## config.mk

```make
export PLATFORM = sky130hd
export DESIGN_NAME = integer_to_radix_digits
export DESIGN_NICKNAME = d
export VERILOG_FILES = /design/src/hw/rtl/itrd_pkg.sv /design/src/hw/rtl/itrd_ram.sv /design/src/hw/rtl/integer_to_radix_digits.sv
export SDC_FILE = /design/constraint.sdc
export NUM_CORES = 1
export LEC_CHECK = 0
export BUFFER_PORTS_ARGS = -buffer_cell sky130_fd_sc_hd__buf_2
export CAP_MARGIN = 30
export CORE_ASPECT_RATIO = 0.5
export CORE_UTILIZATION = 55
export DETAILED_ROUTE_END_ITERATION = 7
export PLACE_DENSITY = 0.8
export SETUP_SLACK_MARGIN = 0.05
export SLEW_MARGIN = 30
export SYNTH_ARGS = -nofsm -noshare
export SYNTH_HDL_FRONTEND = slang
export SYNTH_HIERARCHICAL = 1
export SYNTH_SLANG_ARGS = --single-unit
```

## constraint.sdc

```tcl
create_clock -name clk_i -period 3.3 [get_ports clk_i]
set_input_delay 0.165 -clock clk_i [delete_from_list [all_inputs] [get_ports clk_i]]
set_output_delay 0.165 -clock clk_i [all_outputs]
set_load 0.05 [all_outputs]
```

## src/hw/rtl/itrd_pkg.sv

```systemverilog
// itrd_pkg: item types, radix limits and the digit symbol map used by the
// radix conversion block.
// No dependencies.
package itrd_pkg;

  localparam int unsigned VALUE_W = 32;
  localparam int unsigned RADIX_W = 6;
  localparam int unsigned CHAR_W  = 7;

  localparam logic [RADIX_W-1:0] RADIX_MIN = 6'd2;
  localparam logic [RADIX_W-1:0] RADIX_MAX = 6'd36;

  localparam logic [CHAR_W-1:0] CHAR_MINUS = 7'h2D;  // '-'
  localparam logic [CHAR_W-1:0] CHAR_ZERO  = 7'h30;  // '0'
  localparam logic [CHAR_W-1:0] CHAR_ALPHA = 7'h57;  // 'a' minus ten

  typedef struct packed {
    logic signed [VALUE_W-1:0] value;
    logic [RADIX_W-1:0]        radix;
  } in_item_t;

  typedef struct packed {
    logic [CHAR_W-1:0] char_code;
    logic              last_char;
    logic              bad_base;
  } out_item_t;

  // Map a digit 0..35 to lowercase ASCII 0-9a-z.
  function automatic logic [CHAR_W-1:0] digit_char(input logic [RADIX_W-1:0] d);
    logic [CHAR_W-1:0] d_ext;
    d_ext = CHAR_W'(d);
    if (d < 6'd10) begin
      return CHAR_W'(CHAR_ZERO + d_ext);
    end
    return CHAR_W'(CHAR_ALPHA + d_ext);
  endfunction

endpackage

```

## src/hw/rtl/itrd_ram.sv

```systemverilog
// itrd_ram: generic single write port, single read port RAM with registered
// read data. No package dependencies.
module itrd_ram #(
  parameter int unsigned WIDTH = 8,
  parameter int unsigned DEPTH = 32
) (
  input  logic                     clk_i,
  input  logic                     we_i,
  input  logic [$clog2(DEPTH)-1:0] waddr_i,
  input  logic [WIDTH-1:0]         wdata_i,
  input  logic [$clog2(DEPTH)-1:0] raddr_i,
  output logic [WIDTH-1:0]         rdata_o
);

  logic [WIDTH-1:0] mem_q [DEPTH];
  logic [WIDTH-1:0] rdata_q;

  always_ff @(posedge clk_i) begin
    if (we_i) begin
      mem_q[waddr_i] <= wdata_i;
    end
    rdata_q <= mem_q[raddr_i];
  end

  assign rdata_o = rdata_q;

endmodule

```

## src/hw/rtl/integer_to_radix_digits.sv

```systemverilog
// integer_to_radix_digits: converts a signed integer to its ASCII text in a
// base of 2..36, one character per result, most significant first.
// Depends on itrd_pkg and itrd_ram.
//
//  Channel   Handshake                 Payload
//  --------  ------------------------  -----------------------------------
//  input     start & !busy accepts     item_i  (value, radix)
//  result    result_valid_o, 1 cycle   result_o (char_code, last_char,
//                                               bad_base)
//
// Each digit costs one restoring division by the radix on the shared
// one-bit-per-cycle subtract/compare unit. The digits land in a small RAM
// and are read back most significant first, each character by a RAM read,
// then an emit, after a '-' sign for a negative value. A bad radix gives
// its single result on the cycle after accept.
// Reset clears the sequencer and the result strobe; the RAM needs no clear.
// The receiver cannot stall: each result is shown for exactly one cycle.
module integer_to_radix_digits #(
  parameter int unsigned VALUE_BITS = 32
) (
  input  logic                clk_i,
  input  logic                rst_ni,
  input  logic                start,
  output logic                busy,
  input  itrd_pkg::in_item_t  item_i,
  output logic                result_valid_o,
  output itrd_pkg::out_item_t result_o
);

  import itrd_pkg::*;

  localparam int unsigned EXT_W = (VALUE_BITS > VALUE_W) ? VALUE_BITS : VALUE_W;
  localparam int unsigned AW    = $clog2(VALUE_BITS);
  localparam int unsigned BW    = $clog2(VALUE_BITS);

  typedef enum logic [2:0] {
    ST_IDLE,
    ST_DIV,
    ST_SIGN,
    ST_FETCH,
    ST_EMIT
  } state_e;

  state_e                   state_q;
  logic [VALUE_BITS-1:0]    mag_q;      // dividend, becomes quotient in place
  logic [RADIX_W-1:0]       rem_q;      // partial remainder
  logic [RADIX_W-1:0]       radix_q;
  logic [BW-1:0]            bit_cnt_q;
  logic [AW-1:0]            idx_q;      // digit slot being written / read
  logic                     neg_q;
  logic                     out_valid_q;
  out_item_t                result_q;

  // Input decode.
  logic signed [EXT_W-1:0]  value_ext;
  logic [VALUE_BITS-1:0]    raw;
  logic                     raw_neg;
  logic [VALUE_BITS-1:0]    raw_mag;
  logic                     radix_bad;
  logic                     accept;

  assign value_ext = EXT_W'(item_i.value);
  assign raw       = value_ext[VALUE_BITS-1:0];
  assign raw_neg   = raw[VALUE_BITS-1];
  assign raw_mag   = raw_neg ? VALUE_BITS'(~raw + 1'b1) : raw;
  assign radix_bad = (item_i.radix < RADIX_MIN) || (item_i.radix > RADIX_MAX);
  assign accept    = start && (state_q == ST_IDLE);

  // Shared divide step: shift in the next dividend bit, trial subtract.
  logic [RADIX_W:0]         trial;
  logic [RADIX_W:0]         diff;
  logic                     q_bit;
  logic [RADIX_W-1:0]       rem_next;
  logic [VALUE_BITS-1:0]    quot_next;
  logic                     div_last;

  assign trial     = {rem_q, mag_q[VALUE_BITS-1]};
  assign diff      = trial - {1'b0, radix_q};
  assign q_bit     = (trial >= {1'b0, radix_q});
  assign rem_next  = q_bit ? diff[RADIX_W-1:0] : trial[RADIX_W-1:0];
  assign quot_next = {mag_q[VALUE_BITS-2:0], q_bit};
  assign div_last  = (bit_cnt_q == BW'(VALUE_BITS - 1));

  // Digit store: written once per finished division, read during emit.
  logic              ram_we;
  logic [RADIX_W-1:0] ram_rdata;

  assign ram_we = (state_q == ST_DIV) && div_last;

  itrd_ram #(
    .WIDTH (RADIX_W),
    .DEPTH (VALUE_BITS)
  ) u_digit_ram (
    .clk_i   (clk_i),
    .we_i    (ram_we),
    .waddr_i (idx_q),
    .wdata_i (rem_next),
    .raddr_i (idx_q),
    .rdata_o (ram_rdata)
  );

  always_ff @(posedge clk_i or negedge rst_ni) begin
    if (!rst_ni) begin
      state_q     <= ST_IDLE;
      mag_q       <= '0;
      rem_q       <= '0;
      radix_q     <= '0;
      bit_cnt_q   <= '0;
      idx_q       <= '0;
      neg_q       <= 1'b0;
      out_valid_q <= 1'b0;
      result_q    <= '0;
    end else begin
      out_valid_q <= 1'b0;
      case (state_q)
        ST_IDLE: begin
          if (accept) begin
            if (radix_bad) begin
              // Empty string: one flagged result, stay idle.
              out_valid_q        <= 1'b1;
              result_q.char_code <= '0;
              result_q.last_char <= 1'b1;
              result_q.bad_base  <= 1'b1;
            end else begin
              mag_q     <= raw_mag;
              rem_q     <= '0;
              radix_q   <= item_i.radix;
              bit_cnt_q <= '0;
              idx_q     <= '0;
              neg_q     <= raw_neg;
              state_q   <= ST_DIV;
            end
          end
        end
        ST_DIV: begin
          if (div_last) begin
            // Digit goes to the RAM this cycle; advance or finish.
            mag_q     <= quot_next;
            rem_q     <= '0;
            bit_cnt_q <= '0;
            if (quot_next == '0) begin
              state_q <= neg_q ? ST_SIGN : ST_FETCH;
            end else begin
              idx_q <= idx_q + 1'b1;
            end
          end else begin
            mag_q     <= quot_next;
            rem_q     <= rem_next;
            bit_cnt_q <= bit_cnt_q + 1'b1;
          end
        end
        ST_SIGN: begin
          out_valid_q        <= 1'b1;
          result_q.char_code <= CHAR_MINUS;
          result_q.last_char <= 1'b0;
          result_q.bad_base  <= 1'b0;
          state_q            <= ST_FETCH;
        end
        ST_FETCH: begin
          // RAM read of slot idx_q is in flight.
          state_q <= ST_EMIT;
        end
        ST_EMIT: begin
          out_valid_q        <= 1'b1;
          result_q.char_code <= digit_char(ram_rdata);
          result_q.last_char <= (idx_q == '0);
          result_q.bad_base  <= 1'b0;
          if (idx_q == '0) begin
            state_q <= ST_IDLE;
          end else begin
            idx_q   <= idx_q - 1'b1;
            state_q <= ST_FETCH;
          end
        end
        default: begin
          state_q <= ST_IDLE;
        end
      endcase
    end
  end

  assign busy           = (state_q != ST_IDLE);
  assign result_valid_o = out_valid_q;
  assign result_o       = result_q;

endmodule
```

# Word level (Yosys, flattened, before mapping)
# Memories as Yosys holds them, arrays and structs flattened. A register that Yosys moved wholly into a read port is not among the register bits.
# Index checks and enable logic that the tools add are counted.
# word_totals
input_bits	41
mem_count	1
reg_bits	68
mem_bits_rw	192
word_cells	89
out_inout_bits	11
# op_classes
bitwise	2
mux	36
reduce_logical	16
addsub	7
order_cmp	4
n_eq_ne	12
# mem_list
name	words	width	read_ports	rd_ports_with_merged_regs	write_ports	line	text
u_digit_ram.mem_q	32	6	1	1	1	itrd_ram.sv:15	logic [WIDTH-1:0] mem_q [DEPTH];
# op_table
operator	count
two-way mux 32 bit	3
one-hot mux 32 bit (2 select lines)	1
adder 32 x 1 -> 32 bit, second input constant	1
zero test 32 bit	1
inverter 32 bit	1
two-way mux 5 bit	6
one-hot mux 9 bit (3 select lines)	1
two-way mux 6 bit	4
two-way mux 9 bit	2
one-hot mux 3 bit (5 select lines)	1
one-hot mux 5 bit (3 select lines)	1
two-way mux 7 bit	2
two-way mux 3 bit	4
inequality test 2 bit, second input constant	6
one-hot mux 6 bit (2 select lines)	1
adder 5 x 1 -> 5 bit, second input constant	2
one-hot mux 5 bit (2 select lines)	1
AND reduction 3 bit	3
nonzero test 3 bit	3
adder 6 x 6 -> 7 bit, first input constant	1
adder 7 x 6 -> 7 bit, first input constant	1
>= comparator 7 x 6 -> 1 bit	1
two-way mux 1 bit	7
equality test 3 x 2 -> 1 bit, second input constant	2
20 further kinds	21

# Depth between registers and ports, before layout
# Gate-level depths: netlist (run 1).
# depth
ltp_word	6
depth_mapped	10

# Cells and area by module
# Netlist (run 1), hierarchy kept.
# by_module_without_submodules
mod	area_each_um2	seq_area_each_um2	n_inst	cells_each
itrd_ram	7589.8	5885.6	1	323
integer_to_radix_digits	4330.4	1701.6	1	482

# Worst setup path after synthesis (run 1)
# No wires, ideal clock.
# synth_timing
kind	register to register
startpoint	register rem_q[2]
endpoint	memory u_digit_ram/mem_q[0][0] (netlist bit), data pin
n_path_buf	1
path_stages_with_launch	8
arrival_time_ps	2463
slack_ps	453
cell_sequence	dfrtp_1 > ha_1 > a21o_1 > a21oi_1 > o221ai_1 > clkbuf_1 > nor2_1 > a21oi_1
# synth_via
elab_chain_len	2
# synth_rtl
item	line	text
start, declared	integer_to_radix_digits.sv:46	logic [RADIX_W-1:0] rem_q;
start signal, assigned	integer_to_radix_digits.sv:148	rem_q <= rem_next;
>= comparator 7 x 6 -> 1 bit	integer_to_radix_digits.sv:79	assign q_bit = (trial >= {1'b0, radix_q});
two-way mux 6 bit	integer_to_radix_digits.sv:80	assign rem_next = q_bit ? diff[RADIX_W-1:0] : trial[RADIX_W-1:0];
via rem_next[0]	integer_to_radix_digits.sv:73	logic [RADIX_W-1:0] rem_next;
end, declared	itrd_ram.sv:15	
# The timed path passes the listed nets, and every way through them passes these cells.

# Worst setup path after layout (run 1)
# layout_timing
startpoint	register state_q[0]
endpoint	memory u_digit_ram/mem_q[12][0] (netlist bit), enable pin
# layout_via
elab_chain_len	4
# layout_rtl
item	line	text
start, declared	integer_to_radix_digits.sv:44	state_e state_q;
start signal, assigned	integer_to_radix_digits.sv:142	state_q <= neg_q ? ST_SIGN : ST_FETCH;
equality test 3 x 1 -> 1 bit	integer_to_radix_digits.sv:88	assign ram_we = (state_q == ST_DIV) && div_last;
logical AND 1 bit	integer_to_radix_digits.sv:88	
via ram_we	integer_to_radix_digits.sv:85	logic ram_we;
two-way mux 1 bit	itrd_ram.sv:19	if (we_i) begin
two-way mux 1 bit (not written as such)	itrd_ram.sv:20	mem_q[waddr_i] <= wdata_i;
# The timed path passes the listed nets, and every way through them passes these cells.

==> out/metrics.yaml, run 1 <==
antenna_found_initial: 0
synth_xor_area_share_pct: 2.939
powerDensity_nw_per_um2: 884.9
clock-root-buffer: "clkbuf_16"
cp-end-kind: "flip-flop"
critPathMaxFanout: 13
initial_core_util_pct: 57.09
p_seq_share_pct: 45.7
clk_latency_ns: 0.52
final_common_cell: "edfxtp_1"
syn-num-nets: 864
yosys_warnings: 6
synth_top_family_by_area: "multiplexers"
p_leak_nw: 4.695
n_antenna_cell: 0
yosys.area.top_type_share_pct: 48.37
met2_usage_pct: 42.90
dp.cells: 1129
rsz0062_at_grt: "false"
reg2reg_depth: 5
wire_per_inst_um: 21.88
grt-ovfl-total: 0
grt_usage_pct: 24.18
grt_max_degree: 46
reg2reg_from: "state_q[0]"
viasPerCell: 6.177
drv_cap: 0
grtUsageMet1_pct: 31.34
core_area_um2: 20880
netlist_instances: 805
finalHoldViolCount: 0
fin_setup_tns_ns: 0
cts_tree: "built"
r2r-end: "u_digit_ram/mem_q[12][0]"
clkPwrFrac_pct: 23.8
post-route-period-util_pct: 87.80
synth-simple-area-share_pct: 8.082
synth.area.top_cells: "edfxtp_1 (48%), dfrtp_1 (14%), mux4_2 (11%), nor2_1 (2.4%), ha_1 (1.7%)"
p_int_w: 0.008175
fin_nets: 941
worst_ir_drop_vdd_mv: 0.6861
die_width_um: 210.2
r2r_setup_slack_ns: 0.40
drtPass1Iterations: 5
p_switching_w: 0.003816
cts.sinks: 266
clk_transition_reported_paths_ns: 0.06
grt_pass1_vias: 7529
io_pins: 52
netlist_area_um2: 11920
pre_cts_ws_ns: 0.4635
port_buffers: 51
yosysSeqAreaShare_pct: 63.65
drt_iter0_drc: 826
fin_skew_ns: 0.01672
place_hpwl_mm: 17.02
ant_nets: 0
setup_viol: 0
slew_headroom_pct: 41.83
die_y_um: 106.1
swShare_pct: 31.82
wl_mm: 26.08
synth_mux_area_share_pct: 12.66
grtUsageMet3_pct: 3.900
yosysTopAreaCell: "edfxtp_1"
grt_pass1_wl_mm: 41.12
p_comb_share_pct: 30.4
min_to: "mag_q[17]"
dieArea_um2: 22300
clock_path_buffers: 3
std_cell_rows: 37
route.vias.total: 7363
ys_seq_elements: 266
hold_path_depth: 3
place_congestion: 0.8336
synth_compound_area_share_pct: 8.397
setup_ws_ns: 0.4026
area_growth_pct: 13.68
ys.flop_type: "edfxtp_1"
worstMarginPinSlew_ns: 0.8716
final_cell_mix: "edfxtp_1 (192), nor2_1 (76), dfrtp_1 (66)"
async_flop_share_pct: 25.56
drv_slew: 0
crit_arrival_ns: 3.03
status: "finished clean"
cts_htree_levels: 1
worst-setup-path-type: "reg -> reg"
critPathRequiredTime_ns: 3.44
numCtsBuffers: 24
synth_fa_ha_area_share_pct: 2.015
top_usage_layer: "met2"
synthDistinctLibCells: 61
min-delay-start: "item_i[23]"
avgSynthCellArea_um2: 14.81
finalNonFillerCells: 1192
hold_path_class: "in -> reg"
drc_errors: 0
layout-drive-gt1-share_pct: 22.78
start_kind: "flip-flop"
post-route-min-period_ns: 2.897
fmax_mhz: 345.1
synth_edf_count: 192
[timing repair]
action,4_1_cts,5_1_grt
setup endpoints to repair,0,0
hold buffers,19,0
resized for setup,0,0
hold endpoints to repair,58,0
setup buffers,0,0
[critical path, stage by stage (launching register included)]
cell	delay, ns
dfrtp_1	0.56
nor2b_1	0.29
nor2b_2	0.20
and2_1	0.22
or3b_2	0.61
nor2_1	0.64
[worst max path at each step]
stage / slack, ns / end / depth (start not counted) / from
after global routing: 0.15 / idx_q[4] / 9 / state_q[1]
final: 0.40 / u_digit_ram/mem_q[12][0] / 5 / state_q[0]
after floorplan: 0.45 / u_digit_ram/mem_q[0][0] / 7 / rem_q[2]
after CTS: 0.44 / u_digit_ram/mem_q[12][0] / 5 / state_q[0]
after global placement: 0.56 / u_digit_ram/mem_q[12][2] / 5 / state_q[0]
after detailed placement: 0.46 / u_digit_ram/mem_q[12][2] / 5 / state_q[0]
[power groups by stage]
stage          registers [W]  clock network [W]  logic, W
6_report             0.00548            0.00286   0.00365
3_5_place_dp         0.00554                  0   0.00360
5_1_grt              0.00554            0.00300   0.00395
2_1_floorplan        0.00544                  0   0.00248
4_1_cts              0.00548            0.00289   0.00365
3_3_place_gp         0.00560                  0   0.00327
[area by class of cell]
type / count / area (µm²)
Clock inverter: 14 / 155.1
Clock buffer: 30 / 654.4
Fill cell: 1377 / 7328
Multi-Input combinational cell: 478 / 4081
Inverter: 23 / 86.33
Tap cell: 292 / 365.4
Timing Repair Buffer: 89 / 615.6
Sequential cell: 266 / 7592
[routing by layer]
layer,wire length [µm],vias to the layer above
li1,-,3275
met1,10230,3646
met2,13270,390
met3,2013,52
met4,562,0
met5,0,-
[logic make-up after synthesis]
| kind of cell | Yosys count |
|---|---|
| multiplexers | 74 |
| flip-flops | 266 |
| adder cells (fa/ha/maj) | 18 |
| buffers and inverters | 61 |
| AO/OA/AOI/OAI | 148 |
| AND/OR/NAND/NOR | 198 |
| XOR/XNOR | 40 |
[metrics by stage]
stage	utilization [%]	hold slack, ns	total power (W)	area [µm²]
2_1_floorplan	-	-0.1306	0.007912	11920
3_3_place_gp	60.00	0.3144	0.008876	12530
3_5_place_dp	60.10	0.3395	0.009135	12550
4_1_cts	64.89	0.009775	0.01202	13550
5_1_grt	64.90	0.03403	0.01249	13550
6_report	64.90	0.01561	0.01199	13550
[registers in the layout (all words and copies together) (netlist names)]
name                 flops
state_q                  3
u_digit_ram/rdata_o      6
mag_q                   32
neg_q                    1
u_digit_ram/mem_q      192
result_valid_o           1
radix_q                  6
idx_q                    5
bit_cnt_q                5
rem_q                    6
result_o                 9
[cell usage after synthesis, types with 16 or more instances]
cell type and n:
a21oi_1 30, inv_1 23, nor2_1 76, ha_1 16, xor2_1 21, edfxtp_1 192, dfrtp_1 68, xnor2_1 19
o21ai_0 37, mux4_2 60, clkbuf_1 23, nand2_1 46
Note: power is estimated with default switching activity, not from simulation.
==> inputs of run 2 (changes only) <==
- ABC_AREA: not set -> 1
- BUFFER_PORTS_ARGS: -buffer_cell sky130_fd_sc_hd__buf_2 -> -buffer_cell sky130_fd_sc_hd__clkbuf_2
- SYNTH_HIERARCHICAL: 1 -> not set
==> out/metrics.yaml, run 2 <==
ys_seq_elements: 266
avgSynthCellArea_um2: 10.33
worst_ir_drop_vdd_mv: 0.3709
p_leak_nw: 5.437
clk_transition_reported_paths_ns: 0.07
finalHoldViolCount: 0
cts_tree: "built"
final_util_pct: 63.05
wl_mm: 28.68
drc_errors: 0
place_congestion: 0.9060
drv_cap: 0
status: "finished clean"
clock-root-buffer: "clkbuf_16"
clock_path_buffers: 3
fin_setup_tns_ns: 0
grt-ovfl-total: 0
rsz0062_at_grt: "false"
final_cell_mix: "nand2_1 (211), edfxtp_1 (192), nor2_1 (124)"
fmax_mhz: 340.9
synth.most_common_cell: "nand2_1"
post-route-period-util_pct: 88.89
std_cell_rows: 38
synth_edf_count: 192
start_kind: "flip-flop"
worstMarginPinSlew_ns: 0.6869
wire_per_inst_um: 18.40
netlist_instances: 1180
grt_pass1_vias: 8734
grt_usage_pct: 25.36
n_antenna_cell: 0
largest_register_ffs: 192
io_pins: 52
slew_headroom_pct: 54.10
setup_viol: 0
top_register: "u_digit_ram.mem_q"
cp-end-kind: "flip-flop"
viasPerCell: 5.858
clk_latency_ns: 0.53
numCtsBuffers: 24
die_width_um: 212.6
ys.flop_type: "edfxtp_1"
synthTopCellsByCount: "nand2_1 (211), edfxtp_1 (192), nor2_1 (125)"
worst-setup-path-type: "reg -> reg"
async_flop_share_pct: 25.56
initial_core_util_pct: 56.24
hold_buffers: 10
core_area_um2: 21680
nFillCells: 1613
yosysTopAreaCell: "edfxtp_1"
crit_arrival_ns: 3.20
netlist_area_um2: 12190
grt_pass1_wl_mm: 45.03
layout-drive-gt1-share_pct: 11.44
powerDensity_nw_per_um2: 558.6
area_growth_pct: 12.11
ctsResizeCount: 0
fin_nets: 1302
postCtsSetupBuffers: 0
synth.area.top_cells: "edfxtp_1 (47%), dfrtp_1 (14%), nand2_1 (6.5%), a22oi_1 (5.4%), nor2_1 (3.8%)"
yosys_warnings: 0
drv_slew: 0
port_buffers: 51
hold_path_class: "in -> reg"
yosys.area.top_type_share_pct: 47.29
syn-num-nets: 1239
yosysSeqAreaShare_pct: 62.23
cts.sinks: 266
antenna_found_initial: 0
final_common_cell: "nand2_1"
critPathMaxFanout: 19
cts_htree_levels: 1
ant_nets: 0
die_y_um: 107.3
critPathRequiredTime_ns: 3.57
drtPass1Iterations: 5
dieArea_um2: 22810
fin_skew_ns: 0.01554
route.vias.total: 9133
synthDistinctLibCells: 43
place_hpwl_mm: 18.35
post-route-min-period_ns: 2.933
hold_slack_ns: 0.02107
drt_iter0_drc: 989
grt_max_degree: 56
[run 2: stage by stage]
stage                     worst slack [ns]  power (W)  cell area (µm²)  instances
after CTS                           0.4296   0.007636            13650       1558
after global routing                0.1366   0.007920            13670       1559
final                               0.3668   0.007636            13670       1559
after detailed placement            0.4428   0.004929            12780       1506
after global placement              0.4892   0.004878            12760       1505
after floorplan                     0.1948   0.004615            12190       1180
[run 2: final timing paths]
check / to / slack, ns / from / depth (start not counted)
min reg2reg: result_o[3] / 0.48 / result_o[3] / 2
max in group asynchronous: result_o[6] / 2.41 / rst_ni / 3
min: mag_q[23] / 0.02 / item_i[29] / 4
min in group asynchronous: mag_q[3] / 0.11 / rst_ni / 2
max reg2reg: u_digit_ram.mem_q[10][2] / 0.37 / rem_q[1] / 8
max: u_digit_ram.mem_q[10][2] / 0.37 / rem_q[1] / 8
[run 2: area by class of cell]
| class | instances | area [µm²] | area share (%) |
|---|---|---|---|
| repair buffers | 78 | 498.0 | 3.643 |
| clock buffers | 30 | 643.1 | 4.705 |
| multi-input cells | 763 | 4020 | 29.41 |
| inverters | 110 | 412.9 | 3.021 |
| well taps | 300 | 375.4 | 2.746 |
| flip-flops and latches | 266 | 7587 | 55.51 |
| clock inverters | 12 | 132.6 | 0.9702 |
[run 2: cells by family after synthesis]
| logic type | count (synthesis) | share of synthesized area (%) |
|---|---|---|
| fa+ha+maj | 18 | 1.970 |
| compound gates | 281 | 14.25 |
| xor+xnor | 12 | 0.8620 |
| flops | 266 | 62.23 |
| buf+inv | 151 | 4.936 |
| simple gates | 452 | 15.75 |
[run 2: where the power goes]
group	switching (W)	internal [W]
Sequential	0.0000932	0.00395
Combinational	0.000590	0.000263
Clock	0.00119	0.00155
Total	0.00187	0.00576
[run 2: routing by layer]
metal  routed length, µm  track usage (%)  up-vias  share of wire [%]
li1                    -                -     4271                  -
met1               12010            33.46     4351                 42
met2               13820            43.30      446                 48
met3                2040            3.909       65                7.1
met4                 811            8.222        0                2.8
met5                   0                0        -                  0
[run 2: worst max-delay path, cell delays in order, from the launching register on]
cell and delay [ns]:
dfrtp_1 0.40, ha_1 0.35, a21oi_1 0.16, o21ai_0 0.19, nand2_1 0.10, nand3_1 0.29, o21ai_0 0.35, clkinv_1 0.50
buf_8 0.34
